`src/hw/rtl/rld_pkg.sv`:
```
package rld_pkg;

  // Width of the saturating decoded-size counter (16 to 64)
  localparam int unsigned TotalWidth = 32;

  // Fixed widths of the stream fields
  localparam int unsigned ByteWidth  = 8;
  localparam int unsigned CountWidth = 14;
  localparam int unsigned LitWidth   = 7;
  localparam int unsigned TotOutW    = 32;

  // Header decode constants
  localparam logic [ByteWidth-1:0]  RunHdrMin  = 8'h80;
  localparam logic [ByteWidth-1:0]  LongHdrMin = 8'hE0;
  localparam logic [CountWidth-1:0] ShortBias  = 14'd2;
  localparam logic [CountWidth-1:0] LongBias   = 14'd98;

  typedef enum logic [1:0] {
    PhHeader  = 2'd0,
    PhLiteral = 2'd1,
    PhLength  = 2'd2,
    PhFill    = 2'd3
  } phase_e;

  typedef struct packed {
    logic [ByteWidth-1:0]  value;
    logic [CountWidth-1:0] count;
    logic [TotalWidth-1:0] total;
    logic                  truncated;
    logic                  finished;
  } rld_result_t;

endpackage

```
`src/hw/rtl/rld_parser.sv`:
```
module rld_parser (
  input  logic                 clk_i,
  input  logic                 rst_ni,
  input  logic                 step_i,
  input  logic [7:0]           code_byte_i,
  input  logic                 block_end_i,
  output logic                 res_valid_o,
  output rld_pkg::rld_result_t res_o
);
  import rld_pkg::*;

  phase_e                phase_q, phase_d;
  logic [LitWidth-1:0]   lit_left_q, lit_left_d;
  logic [CountWidth-1:0] run_len_q, run_len_d;
  logic [TotalWidth-1:0] total_q, total_d;

  logic [CountWidth-1:0] add_amt;
  logic [TotalWidth:0]   add_sum;
  logic [TotalWidth-1:0] total_sat;

  // Saturating add of the current amount to the running total
  always_comb begin
    add_amt = (phase_q == PhFill) ? run_len_q : CountWidth'(1);
    add_sum = {1'b0, total_q} + (TotalWidth + 1)'(add_amt);
    total_sat = add_sum[TotalWidth] ? {TotalWidth{1'b1}} : add_sum[TotalWidth-1:0];
  end

  // Phase update and result forming
  always_comb begin
    phase_d     = phase_q;
    lit_left_d  = lit_left_q;
    run_len_d   = run_len_q;
    total_d     = total_q;
    res_valid_o = 1'b0;
    res_o       = '{value: '0, count: '0, total: total_q,
                    truncated: 1'b1, finished: 1'b1};
    case (phase_q)
      PhHeader: begin
        if (code_byte_i < RunHdrMin) begin
          lit_left_d = code_byte_i[LitWidth-1:0];
          phase_d    = PhLiteral;
        end else if (code_byte_i < LongHdrMin) begin
          run_len_d = CountWidth'(code_byte_i[6:0]) + ShortBias;
          phase_d   = PhFill;
        end else begin
          run_len_d = {1'b0, code_byte_i[4:0], 8'h00};
          phase_d   = PhLength;
        end
        res_valid_o = block_end_i;
      end
      PhLiteral: begin
        total_d = total_sat;
        if (lit_left_q != '0) begin
          lit_left_d = lit_left_q - LitWidth'(1);
        end else begin
          phase_d = PhHeader;
        end
        res_valid_o = 1'b1;
        res_o = '{value: code_byte_i, count: CountWidth'(1), total: total_sat,
                  truncated: block_end_i && (lit_left_q != '0),
                  finished: block_end_i};
      end
      PhLength: begin
        run_len_d   = run_len_q + CountWidth'(code_byte_i) + LongBias;
        phase_d     = PhFill;
        res_valid_o = block_end_i;
      end
      default: begin
        total_d     = total_sat;
        phase_d     = PhHeader;
        run_len_d   = '0;
        res_valid_o = 1'b1;
        res_o = '{value: code_byte_i, count: run_len_q, total: total_sat,
                  truncated: 1'b0, finished: block_end_i};
      end
    endcase
    // Restart the parser after the final byte of a block
    if (block_end_i) begin
      phase_d    = PhHeader;
      lit_left_d = '0;
      run_len_d  = '0;
      total_d    = '0;
    end
  end

  // Advance parse state on each consumed beat
  always_ff @(posedge clk_i or negedge rst_ni) begin
    if (!rst_ni) begin
      phase_q    <= PhHeader;
      lit_left_q <= '0;
      run_len_q  <= '0;
      total_q    <= '0;
    end else if (step_i) begin
      phase_q    <= phase_d;
      lit_left_q <= lit_left_d;
      run_len_q  <= run_len_d;
      total_q    <= total_d;
    end
  end

endmodule

```
`src/hw/rtl/run_length_decoder.sv`:
```
// Run-length decoder. Takes one encoded byte per beat on the slave side
// (tlast marks the final byte of a block) and gives one (value, count,
// decoded_total) beat per literal byte or fill byte on the master side;
// header and length bytes give no beat unless they end the block, in which
// case a beat with count 0 and tuser (truncated) high closes it. tlast on
// the master side marks the beat that closes a block, after which the
// running total restarts at zero. The block takes one byte every cycle
// while the sink keeps up: a byte is held in the input register, is parsed
// by the phase logic and lands in the result register. tready drops only
// while the result register holds a beat that the sink does not take.
module run_length_decoder (
  input  logic        clk_i,
  input  logic        rst_ni,
  input  logic        s_axis_tvalid,
  output logic        s_axis_tready,
  input  logic [7:0]  s_axis_tdata,   // [7:0] code_byte
  input  logic        s_axis_tlast,   // block_end
  output logic        m_axis_tvalid,
  input  logic        m_axis_tready,
  output logic [55:0] m_axis_tdata,   // [7:0] value, [21:8] count,
                                      // [53:22] decoded_total, [55:54] zero
  output logic        m_axis_tuser,   // truncated
  output logic        m_axis_tlast    // finished
);
  import rld_pkg::*;

  logic              in_v_q;
  logic [7:0]        in_byte_q;
  logic              in_last_q;
  logic              out_v_q;
  rld_result_t       out_q;
  logic              step;
  logic              res_valid;
  rld_result_t       res;
  logic [TotOutW-1:0] total_out;

  // Consume the held byte whenever the result register can take its beat
  assign step          = in_v_q && (!out_v_q || m_axis_tready);
  assign s_axis_tready = !in_v_q || step;

  // Input register
  always_ff @(posedge clk_i or negedge rst_ni) begin
    if (!rst_ni) begin
      in_v_q <= 1'b0;
    end else if (s_axis_tready) begin
      in_v_q <= s_axis_tvalid;
    end
  end

  always_ff @(posedge clk_i) begin
    if (s_axis_tvalid && s_axis_tready) begin
      in_byte_q <= s_axis_tdata;
      in_last_q <= s_axis_tlast;
    end
  end

  rld_parser u_parser (
    .clk_i       (clk_i),
    .rst_ni      (rst_ni),
    .step_i      (step),
    .code_byte_i (in_byte_q),
    .block_end_i (in_last_q),
    .res_valid_o (res_valid),
    .res_o       (res)
  );

  // Result register
  always_ff @(posedge clk_i or negedge rst_ni) begin
    if (!rst_ni) begin
      out_v_q <= 1'b0;
    end else if (step) begin
      out_v_q <= res_valid;
    end else if (m_axis_tready) begin
      out_v_q <= 1'b0;
    end
  end

  always_ff @(posedge clk_i) begin
    if (step && res_valid) begin
      out_q <= res;
    end
  end

  // Show the low bits of the running total, zero-extended if it is narrower
  if (TotalWidth >= TotOutW) begin : g_tot_trunc
    assign total_out = out_q.total[TotOutW-1:0];
  end else begin : g_tot_ext
    assign total_out = {{(TotOutW - TotalWidth){1'b0}}, out_q.total};
  end

  assign m_axis_tvalid = out_v_q;
  assign m_axis_tdata  = {2'b00, total_out, out_q.count, out_q.value};
  assign m_axis_tuser  = out_q.truncated;
  assign m_axis_tlast  = out_q.finished;

  // A zero count only ever appears on a truncated block end
  a_zero_count_trunc: assert property (@(posedge clk_i) disable iff (!rst_ni)
    (m_axis_tvalid && (m_axis_tdata[21:8] == 14'd0)) |-> m_axis_tuser)
    else $error("zero count without truncation");

  // A truncated beat always closes its block
  a_trunc_closes: assert property (@(posedge clk_i) disable iff (!rst_ni)
    (m_axis_tvalid && m_axis_tuser) |-> m_axis_tlast)
    else $error("truncated beat does not close the block");

  // Run length never exceeds the longest code
  a_count_range: assert property (@(posedge clk_i) disable iff (!rst_ni)
    m_axis_tvalid |-> (m_axis_tdata[21:8] <= 14'd8289))
    else $error("count out of range");

  // A held byte with a free result register is consumed at once
  a_no_idle_stall: assert property (@(posedge clk_i) disable iff (!rst_ni)
    (in_v_q && !out_v_q) |-> s_axis_tready)
    else $error("input stalled with empty result register");

endmodule

```
`config.mk`:
```
export PLATFORM = sky130hd
export DESIGN_NAME = run_length_decoder
export DESIGN_NICKNAME = d
export VERILOG_FILES = /design/src/hw/rtl/rld_pkg.sv /design/src/hw/rtl/rld_parser.sv /design/src/hw/rtl/run_length_decoder.sv
export SDC_FILE = /design/constraint.sdc
export NUM_CORES = 1
export LEC_CHECK = 0
export BUFFER_PORTS_ARGS = -buffer_cell sky130_fd_sc_hd__clkbuf_2
export CORE_AREA = 4 4 144 132
export CTS_BUF_LIST = sky130_fd_sc_hd__clkbuf_8
export DETAILED_ROUTE_END_ITERATION = 6
export DIE_AREA = 0 0 148 136
export SLEW_MARGIN = 40
export SYNTH_ARGS = -nofsm -noshare
export SYNTH_HDL_FRONTEND = slang
export SYNTH_SLANG_ARGS = --single-unit
```
`constraint.sdc`:
```
create_clock -name clk_i -period 9.4 [get_ports clk_i]
set_input_delay 0.94 -clock clk_i [delete_from_list [all_inputs] [get_ports clk_i]]
set_output_delay 0.94 -clock clk_i [all_outputs]
set_load 0.01 [all_outputs]
```
==> results of run 1 <==
[final cells by class]
class | count | area [µm²] | area share, %
clock buffers | 18 | 248 | 3.10
clock inverters | 14 | 119 | 1.49
inverters | 37 | 139 | 1.74
multi-input cells | 536 | 3400 | 42.6
flip-flops and latches | 122 | 3380 | 42.3
well taps | 240 | 300 | 3.76
repair buffers | 76 | 399 | 5.00
[state kept, by name, summed over array words and instances (netlist names), 2 cells and up]
register / count
in_byte_q: 8
m_axis_tdata: 22
total_out: 32
u_parser.lit_left_q: 7
u_parser.phase_q: 2
u_parser.run_len_q: 14
u_parser.total_q: 32
[Yosys cell counts, types with 4 or more instances]
master | number | area share, %
nor2_1 | 68 | 3.6
nand2_1 | 77 | 4.1
a41oi_1 | 5 | 0.62
inv_1 | 36 | 1.9
o21ai_1 | 11 | 0.78
and2_1 | 12 | 1.1
a22o_1 | 8 | 0.99
a21oi_1 | 52 | 3.7
xor2_1 | 5 | 0.62
and4_1 | 5 | 0.62
a31oi_1 | 17 | 1.5
a21o_1 | 12 | 1.3
clkbuf_1 | 31 | 1.6
nand4_1 | 8 | 0.71
nor4_1 | 4 | 0.35
nand2b_1 | 5 | 0.44
xnor2_1 | 14 | 1.7
o211ai_1 | 5 | 0.53
o31ai_1 | 6 | 0.64
o311ai_0 | 9 | 1.1
buf_2 | 5 | 0.35
o21ai_0 | 41 | 2.9
dfrtp_1 | 57 | 20
o22ai_1 | 5 | 0.44
or3_1 | 4 | 0.35
nand3_1 | 20 | 1.4
nor3_1 | 12 | 0.85
ha_1 | 32 | 5.7
mux2_2 | 8 | 1.3
o21a_1 | 5 | 0.53
edfxtp_1 | 65 | 28
and3_1 | 33 | 2.9
[where the power goes]
part	switching [W]	internal [W]	total, W
registers	0.000110	0.000685	0.000796
logic	0.000354	0.000211	0.000565
clock network	0.000211	0.000235	0.000446
total	0.000676	0.00113	0.00181
[layer usage]
metal  part of all wire, %  vias to the layer above
li1                      -                     2818
met1                    48                     2894
met2                    45                      204
met3                   5.7                       36
met4                   2.0                        0
met5                     0                        -
[kinds of logic (layout without fill, tap and decap cells)]
group / Yosys count / in the layout / share of synthesized area (%)
XOR/XNOR: 19 / 19 / 2.35
multiplexers: 9 / 9 / 1.41
adder cells (fa/ha/maj): 34 / 34 / 6.22
flip-flops: 122 / 122 / 47.7
buffers and inverters: 78 / 145 / 4.49
AND/OR/NAND/NOR: 265 / 265 / 18.5
AO/OA/AOI/OAI: 207 / 207 / 19.2
other: 1 / 2 / 0.0530
[path summary, 6_finish.rpt]
path                                                    start                            endpoint  slack [ns]  cells past startpoint
max                           u_parser.phase_q[0]$_DFFE_PN0P_             total_out[16]$_DFFE_PP_        5.33                      9
min                        u_parser.lit_left_q[0]$_DFFE_PN0P_  u_parser.lit_left_q[0]$_DFFE_PN0P_        0.51                      1
max reg2reg                   u_parser.phase_q[0]$_DFFE_PN0P_             total_out[16]$_DFFE_PP_        5.33                      9
min reg2reg                u_parser.lit_left_q[0]$_DFFE_PN0P_  u_parser.lit_left_q[0]$_DFFE_PN0P_        0.51                      1
max in group asynchronous                              rst_ni     u_parser.phase_q[1]$_DFFE_PN0P_        8.39                      2
min in group asynchronous                              rst_ni    u_parser.total_q[23]$_DFFE_PN0P_        0.56                      2
[stage by stage]
stage	hold WS [ns]	utilization, %	instances	instance area [µm²]	setup slack (ns)
floorplan	0.456	-	736	7080	5.45
global placement	0.484	43.4	1011	7600	5.31
detailed placement	0.489	43.5	1011	7620	5.41
CTS	0.511	45.6	1043	7980	5.40
global route	0.551	45.7	1043	7990	5.01
finish	0.506	45.7	1043	7990	5.33
==> summary.txt, run 1 <==
Status: completed
PortBufs: 70
Initial antenna violation count: 0
Crit start category: flop
PwrDens: 226 nW/µm²
Hold-fix buffers at CTS: 0
Slew Limit Fails: 0
GR Overflow Total: 0
Worst path top cell family by delay: compound AO/OA/AOI/OAI gates
Drt via density: 5.71
Worst vdd ir: 0.000147 V
Final period util: 43.3%
TritonCTS clock tree: yes
GR peak layer: met2
H-tree depth: 4
Final total power: 0.00181 W
Relative slew slack: 45.1%
Max-cap violations: 0
Final hold vios: 0
Worst-path clk slew: 0.07 ns
Post-CTS sizing: 0
Inserted Clock Buffers: 17
Die H: 136 µm
Async SR Flop Fraction: 46.7%
Met3 Use GR: 3.87%
Cells after Synth: 735
Clk Tree Root Cell: clkbuf_8
Unrepaired setup endpoints after global routing: false
Post-synth cell types: 74
Commonest non-fill, non-tap cells in the layout: nand2_1 (77), clkbuf_2 (70), nor2_1 (67)
CP peak stage delay: 0.86 ns
GR Util All Layers: 19.4%
Crit path max-delay cell type: dfrtp_2
N_diodes: 0
Mapped cell area: 7080 µm²
Row Count: 46
Worst Path Required: 9.57 ns
Leak: 3.45 nW
Placer congestion estimate: 0.911
Main synth FF type: edfxtp_1
Post-synth EDFFs: 65
CP Buf/Inv Count: 0
Drt pass-1 iters: 6
DPL Wire Length: 13100 µm
CTS max path bufs: 2
Clock sink total: 122
Die ar.: 20100 µm²
Share of cells above drive strength 1: 16.8%
Synthesis-stage register bit count: 122
GR Layer Usage met2: 30.5%
Mean Syn Cell Area: 9.63 µm²
Width of the die: 148 µm
First DRT Iteration DRCs: 503
Fmax: 246 MHz
Layout area overhead: 12.9%
Area of the core: 17500 µm²
Crit end category: flop
Grt met1 use: 26.8%
Initial Utilization: 40.4%
Final Critical Period: 4.07 ns
Via Count: 5952
Antenna Violating Nets Remaining: 0
Largest net degree at the start of global routing: 58
Filler cells: 1653
Worst skew pair latency: 0.46 ns
Commonest non-fill, non-tap cell in the layout: nand2_1
Setup TNS: 0 ns
Avg WL per Cell: 18.4 µm
First-pass GRT wire length: 30900 µm
Yosys warns: 0
Final Net Count: 837
Setup bufs post-CTS: 0
Seq/Total Area, Yosys: 47.7%
Post-Route WL: 19100 µm
Min-delay worst type: reg -> reg
Worst Path Max Fanout: 52
Drt drc: 0
I/O pins: 73
Skew final: 0.0110 ns
Slew @ Worst Pin: 0.823 ns
WP data arrival: 4.24 ns
Vias in the first global route: 5859
Worst path cell trace: nand3_1 -> ha_1 -> fa_1 -> a21o_1 -> a221oi_2 -> o21ai_0 -> a32oi_1 -> and2_1 -> a41oi_1
Setup CP Type: reg -> reg
Setup violators final: 0
Power figures use the tool's default switching activity.
==> inputs of run 2 (changes only) <==
- clock period: 9.4 -> 3.9 ns (I/O delays scaled with it)
==> summary.txt, run 2 (synthesis results as in run 1) <==
Status: completed
Max-cap violations: 0 (unchanged)
Commonest non-fill, non-tap cells in the layout: nand2_1 (77), clkbuf_2 (69), nor2_1 (67)
Layout area overhead: 14.8%
Worst vdd ir: 0.000451 V (+210%)
First-pass GRT wire length: 31400 µm (+1.5%)
Worst skew pair latency: 0.45 ns (about the same)
Drt via density: 5.54 (-2.9%)
Leak: 3.52 nW (+2.0%)
I/O pins: 73 (unchanged)
GR Util All Layers: 19.8% (+0.34 points)
TritonCTS clock tree: yes
Setup TNS: 0 ns (unchanged)
Slew @ Worst Pin: 0.715 ns (-0.108 ns)
Pre-CTS WS: 0.479 ns (-4.93 ns)
Crit end category: flop
Final hold vios: 0 (unchanged)
GR Overflow Total: 0 (unchanged)
Final Net Count: 850 (+1.6%)
Slew Limit Fails: 0 (unchanged)
Avg WL per Cell: 18.4 µm (+0.18%)
Vias in the first global route: 5779 (-1.4%)
CTS max path bufs: 2 (unchanged)
FF-to-FF setup slack: 0.40 ns (-4.93 ns)
Commonest non-fill, non-tap cell in the layout: nand2_1
Worst Path Max Fanout: 17 (-67%)
Placer congestion estimate: 0.891 (-2.2%)
Count of non-filler cells in the finished layout: 1056 (+1.2%)
Sequential share of power: 40.7% (-3.3 points)
Hold WS: 0.113 ns (-0.393 ns)
WP data arrival: 3.64 ns (-0.60 ns)
Skew final: 0.0127 ns (+0.00167 ns)
PwrDens: 556 nW/µm² (+150%)
P_sw: 0.00169 W (+150%)
Clock sink total: 122 (unchanged)
Fmax: 286 MHz (+16%)
CP peak stage delay: 0.49 ns (-0.37 ns)
Worst-path clk slew: 0.08 ns (about the same)
CP Buf/Inv Count: 1 (+1)
Worst Path Required: 4.04 ns (-5.53 ns)
First DRT Iteration DRCs: 501 (-0.40%)
DPL Wire Length: 13900 µm (+5.9%)
Min-delay worst type: in -> reg
Die ar.: 20100 µm² (unchanged)
Width of the die: 148 µm (unchanged)
Clk Tree Root Cell: clkbuf_8
Initial antenna violation count: 0 (unchanged)
Largest net degree at the start of global routing: 38 (-34%)
Area of the core: 17500 µm² (unchanged)
Die H: 136 µm (unchanged)
Share of cells above drive strength 1: 18.0% (+1.2 points)
Inserted Clock Buffers: 17 (unchanged)
Antenna Violating Nets Remaining: 0 (unchanged)
Final core utilization: 46.4% (+0.76 points)
Worst path top cell family by delay: compound AO/OA/AOI/OAI gates
H-tree depth: 4 (unchanged)
Comb pwr share: 33.0% (+1.7 points)
Drt pass-1 iters: 5 (-1)
Crit start category: flop
Relative slew slack: 52.3% (+7.2 points)
Cells after DPL: 1023 (+1.2%)
Final period util: 89.7% (+46 points)
Worst path cell trace: buf_4 -> and3_1 -> fa_1 -> a21o_1 -> a221oi_2 -> o21ai_0 -> a32oi_1 -> and2_1 -> a41oi_1
Clock Power Share: 26.3% (+1.6 points)
PortBufs: 70 (unchanged)
Unrepaired setup endpoints after global routing: false
N_diodes: 0 (unchanged)
Initial Utilization: 40.4% (unchanged)
Int Power: 0.00282 W (+150%)
Drt drc: 0 (unchanged)
Via Count: 5849 (-1.7%)
Crit path max-delay cell type: dfrtp_1
Fin worst setup slack: 0.401 ns (-4.93 ns)
Final Critical Period: 3.50 ns (-0.574 ns)
Post-Route WL: 19400 µm (+1.4%)
Setup violators final: 0 (unchanged)
Setup CP Type: reg -> reg
Switching fraction of total power: 37.4% (+0.040 points)
Row Count: 46 (unchanged)
==> run 2: power groups by stage <==
stage	clock network (W)	registers (W)	logic [W]
floorplan	0	0.00186	0.000966
global placement	0	0.00185	0.00144
global route	0.00128	0.00187	0.00167
detailed placement	0	0.00186	0.00148
finish	0.00119	0.00184	0.00149
CTS	0.00122	0.00184	0.00149
==> run 2: per-stage QoR <==
step,cell area (µm²),total power (W)
6_report,8120,0.00451
5_1_grt,8120,0.00482
4_1_cts,8120,0.00454
3_5_place_dp,7700,0.00334
3_3_place_gp,7690,0.00330
2_1_floorplan,7080,0.00283
==> run 2: timing repair <==
item	4_1_cts	5_1_grt
endpoints found under the setup margin	0	0
gates resized for setup	0	0
buffers inserted	0	0
hold endpoints to repair	35	0
hold buffers	1	0
==> run 2: worst paths after layout <==
kind	from	to	cells after the start
setup / recovery	u_parser.phase_q[1]$_DFFE_PN0P_	total_out[26]$_DFFE_PP_	9
hold / removal	s_axis_tdata[3]	in_byte_q[3]$_DFFE_PP_	1
setup reg to reg	u_parser.phase_q[1]$_DFFE_PN0P_	total_out[26]$_DFFE_PP_	9
hold reg to reg	u_parser.lit_left_q[1]$_DFFE_PN0P_	u_parser.lit_left_q[1]$_DFFE_PN0P_	2
max in group asynchronous	rst_ni	u_parser.total_q[2]$_DFFE_PN0P_	3
min in group asynchronous	rst_ni	u_parser.lit_left_q[0]$_DFFE_PN0P_	2
==> run 2: layout make-up <==
type / instances / area (µm²)
repair buffers: 89 / 498
fillers: 1726 / 9370
clock buffers: 17 / 234
well taps: 240 / 300
clock inverters: 15 / 175
multi-input cells: 536 / 3400
flip-flops and latches: 122 / 3380
inverters: 37 / 139
==> run 2: worst register-to-register path, delay by kind of cell, from the launching register on <==
family / cells / cell delay, ns
adder cells (fa/ha/maj): 1 / 0.43
flip-flops: 1 / 0.49
buffers and inverters: 1 / 0.23
AND/OR/NAND/NOR: 2 / 0.52
AO/OA/AOI/OAI: 5 / 1.52
==> run 2: routing by layer <==
| layer | vias up | GRT usage, % | wire, µm |
|---|---|---|---|
| met5 | - | 0 | 0 |
| li1 | 2841 | - | - |
| met3 | 21 | 4.60 | 959 |
| met1 | 2811 | 27.6 | 9330 |
| met4 | 0 | 4.46 | 246 |
| met2 | 176 | 31.5 | 8890 |
==> inputs of run 3 (changes only) <==
- CORE_AREA: 4 4 144 132 -> 4 4 194 102
- DIE_AREA: 0 0 148 136 -> 0 0 198 106
==> summary.txt, run 3 (synthesis results as in run 1) <==
Worst Path Max Fanout: 23 (+6)
Crit start category: flop
Post-CTS sizing: 0 (unchanged)
Die H: 106 µm (-22%)
Vias in the first global route: 5441 (-5.8%)
Setup CP Type: reg -> reg
Drt drc: 0 (unchanged)
First-pass GRT wire length: 32800 µm (+4.6%)
Status: completed
Area of the core: 18000 µm² (+3.1%)
Hold WS: 0.122 ns (+0.00945 ns)
Design Area, Final: 8140 µm² (+0.15%)
Layout area overhead: 15.0%
Largest net degree at the start of global routing: 38 (unchanged)
Worst Path Required: 4.07 ns (+0.03 ns)
Die ar.: 21000 µm² (+4.3%)
H-tree depth: 4 (unchanged)
N_diodes: 0 (unchanged)
GR Overflow Total: 0 (unchanged)
GR Layer Usage met2: 20.9% (-11 points)
Width of the die: 198 µm (+34%)
Count of non-filler cells in the finished layout: 1061 (+0.47%)
Hold Path Stages: 1 (unchanged)
Unrepaired setup endpoints after global routing: false
Final Net Count: 856 (+0.71%)
Worst vdd ir: 0.000234 V (-48%)
GR peak layer: met1
CTS max path bufs: 2 (unchanged)
Clock Power Share: 24.9% (-1.4 points)
Setup violators final: 0 (unchanged)
I/O pins: 73 (unchanged)
Initial Utilization: 39.2% (-1.2 points)
TritonCTS clock tree: yes
Setup TNS: 0 ns (unchanged)
DPL Wire Length: 15600 µm (+12%)
Via Count: 6042 (+3.3%)
Worst-path clk slew: 0.07 ns (about the same)
Reg2reg path depth: 11 (+2)
Setup bufs post-CTS: 0 (unchanged)
Slew Limit Fails: 0 (unchanged)
Crit end category: flop
Worst skew pair latency: 0.44 ns (about the same)
WP data arrival: 3.52 ns (-0.12 ns)
Post-Route WL: 20800 µm (+7.3%)
Initial antenna violation count: 1 (+1)
GR Util All Layers: 20.3% (+0.58 points)
Int Power: 0.00281 W (-0.51%)
Final core utilization: 45.1% (-1.3 points)
Switching fraction of total power: 37.4% (about the same)
Final period util: 85.8% (-3.9 points)
Clk Tree Root Cell: clkbuf_8
Commonest non-fill, non-tap cells in the layout: nand2_1 (77), clkbuf_2 (69), nor2_1 (67)
PortBufs: 70 (unchanged)
Final hold vios: 0 (unchanged)
PwrDens: 552 nW/µm² (-0.69%)
Inserted Clock Buffers: 17 (unchanged)
Comb pwr share: 33.5% (+0.5 points)
Antenna Violating Nets Remaining: 0 (unchanged)
Leak: 3.54 nW (+0.69%)
Share of cells above drive strength 1: 18.0% (about the same)
Min-delay worst type: in -> reg
Sequential share of power: 41.7% (+1.0 points)
Drt pass-1 iters: 5 (unchanged)
Avg WL per Cell: 19.6 µm (+6.8%)
P_sw: 0.00168 W (-0.57%)
Grt met1 use: 35.9% (+8.3 points)
Drt via density: 5.69 (+2.8%)
First DRT Iteration DRCs: 634 (+27%)
Cells after DPL: 1029 (+0.59%)
Skew final: 0.0132 ns (+0.000542 ns)
Commonest non-fill, non-tap cell in the layout: nand2_1
Clock sink total: 122 (unchanged)
Fmax: 299 MHz (+4.6%)
Met3 Use GR: 8.45% (+3.9 points)
Slew @ Worst Pin: 0.780 ns (+0.0644 ns)
Row Count: 35 (-24%)
Max-cap violations: 0 (unchanged)
Relative slew slack: 48.0% (-4.3 points)
Placer congestion estimate: 0.934 (+4.7%)
Final Critical Period: 3.35 ns (-0.154 ns)
Placed Instance Area: 7750 µm² (+0.58%)
run 3: changes by cell type in the layout (fill, tap and decap cells not counted):
cell and change:
clkinv_4 -3, inv_1 +3, inv_6 -3, buf_4 +6, clkinv_2 +1, clkinv_1 +1
run 3: repair_timing:
item / in CTS / in global routing
endpoints found under the hold margin: 30 / 0
hold buffers: 1 / 0
endpoints found under the setup margin: 0 / 0
run 3: power groups by stage:
stage	Combinational, W	Clock (W)	Sequential, W
after floorplan	0.000966	0	0.00186
after global placement	0.00147	0	0.00189
after detailed placement	0.00148	0	0.00189
after CTS	0.00149	0.00114	0.00187
after global routing	0.00168	0.00121	0.00190
final	0.00150	0.00112	0.00187
run 3: worst max-delay path, stage by stage, from the launching register on:
cell and delay [ns]:
dfrtp_2 0.60, nand3_1 0.14, ha_1 0.25, fa_1 0.42
a21o_1 0.19, a221oi_2 0.40, or4_4 0.25, a21oi_4 0.07
and3_1 0.21, buf_4 0.21, nor2_1 0.20, a21oi_1 0.12
run 3: metrics by stage:
stage / power (W) / worst slack (ns)
2_1_floorplan: 0.00283 / 0.205
6_report: 0.00449 / 0.555
4_1_cts: 0.00449 / 0.619
5_1_grt: 0.00479 / 0.346
3_5_place_dp: 0.00337 / 0.645
3_3_place_gp: 0.00336 / 0.685
run 3: final cells by class:
cell class / instances / area, µm²
fill: 1748 / 9910
multi-input combinational: 536 / 3400
sequential: 122 / 3380
timing repair buffer: 95 / 543
tap: 240 / 300
clock buffer: 17 / 234
clock inverter: 14 / 143
inverter: 37 / 139
run 3: worst paths after layout:
kind                            slack, ns                                from                                 end
min in group asynchronous            0.48                              rst_ni    u_parser.total_q[30]$_DFFE_PN0P_
worst max register to register       0.55     u_parser.phase_q[0]$_DFFE_PN0P_              total_out[6]$_DFFE_PP_
worst max-delay path                 0.55     u_parser.phase_q[0]$_DFFE_PN0P_              total_out[6]$_DFFE_PP_
max in group asynchronous            2.63                              rst_ni     u_parser.phase_q[0]$_DFFE_PN0P_
worst min-delay path                 0.12                     s_axis_tdata[4]              in_byte_q[4]$_DFFE_PP_
worst min register to register       0.50  u_parser.lit_left_q[1]$_DFFE_PN0P_  u_parser.lit_left_q[1]$_DFFE_PN0P_
run 3: per-layer routing:
metal | share of wire, % | vias to the layer above
met5 | 0 | -
met4 | 0.70 | 0
met3 | 12 | 15
met2 | 32 | 321
met1 | 55 | 2852
li1 | - | 2854
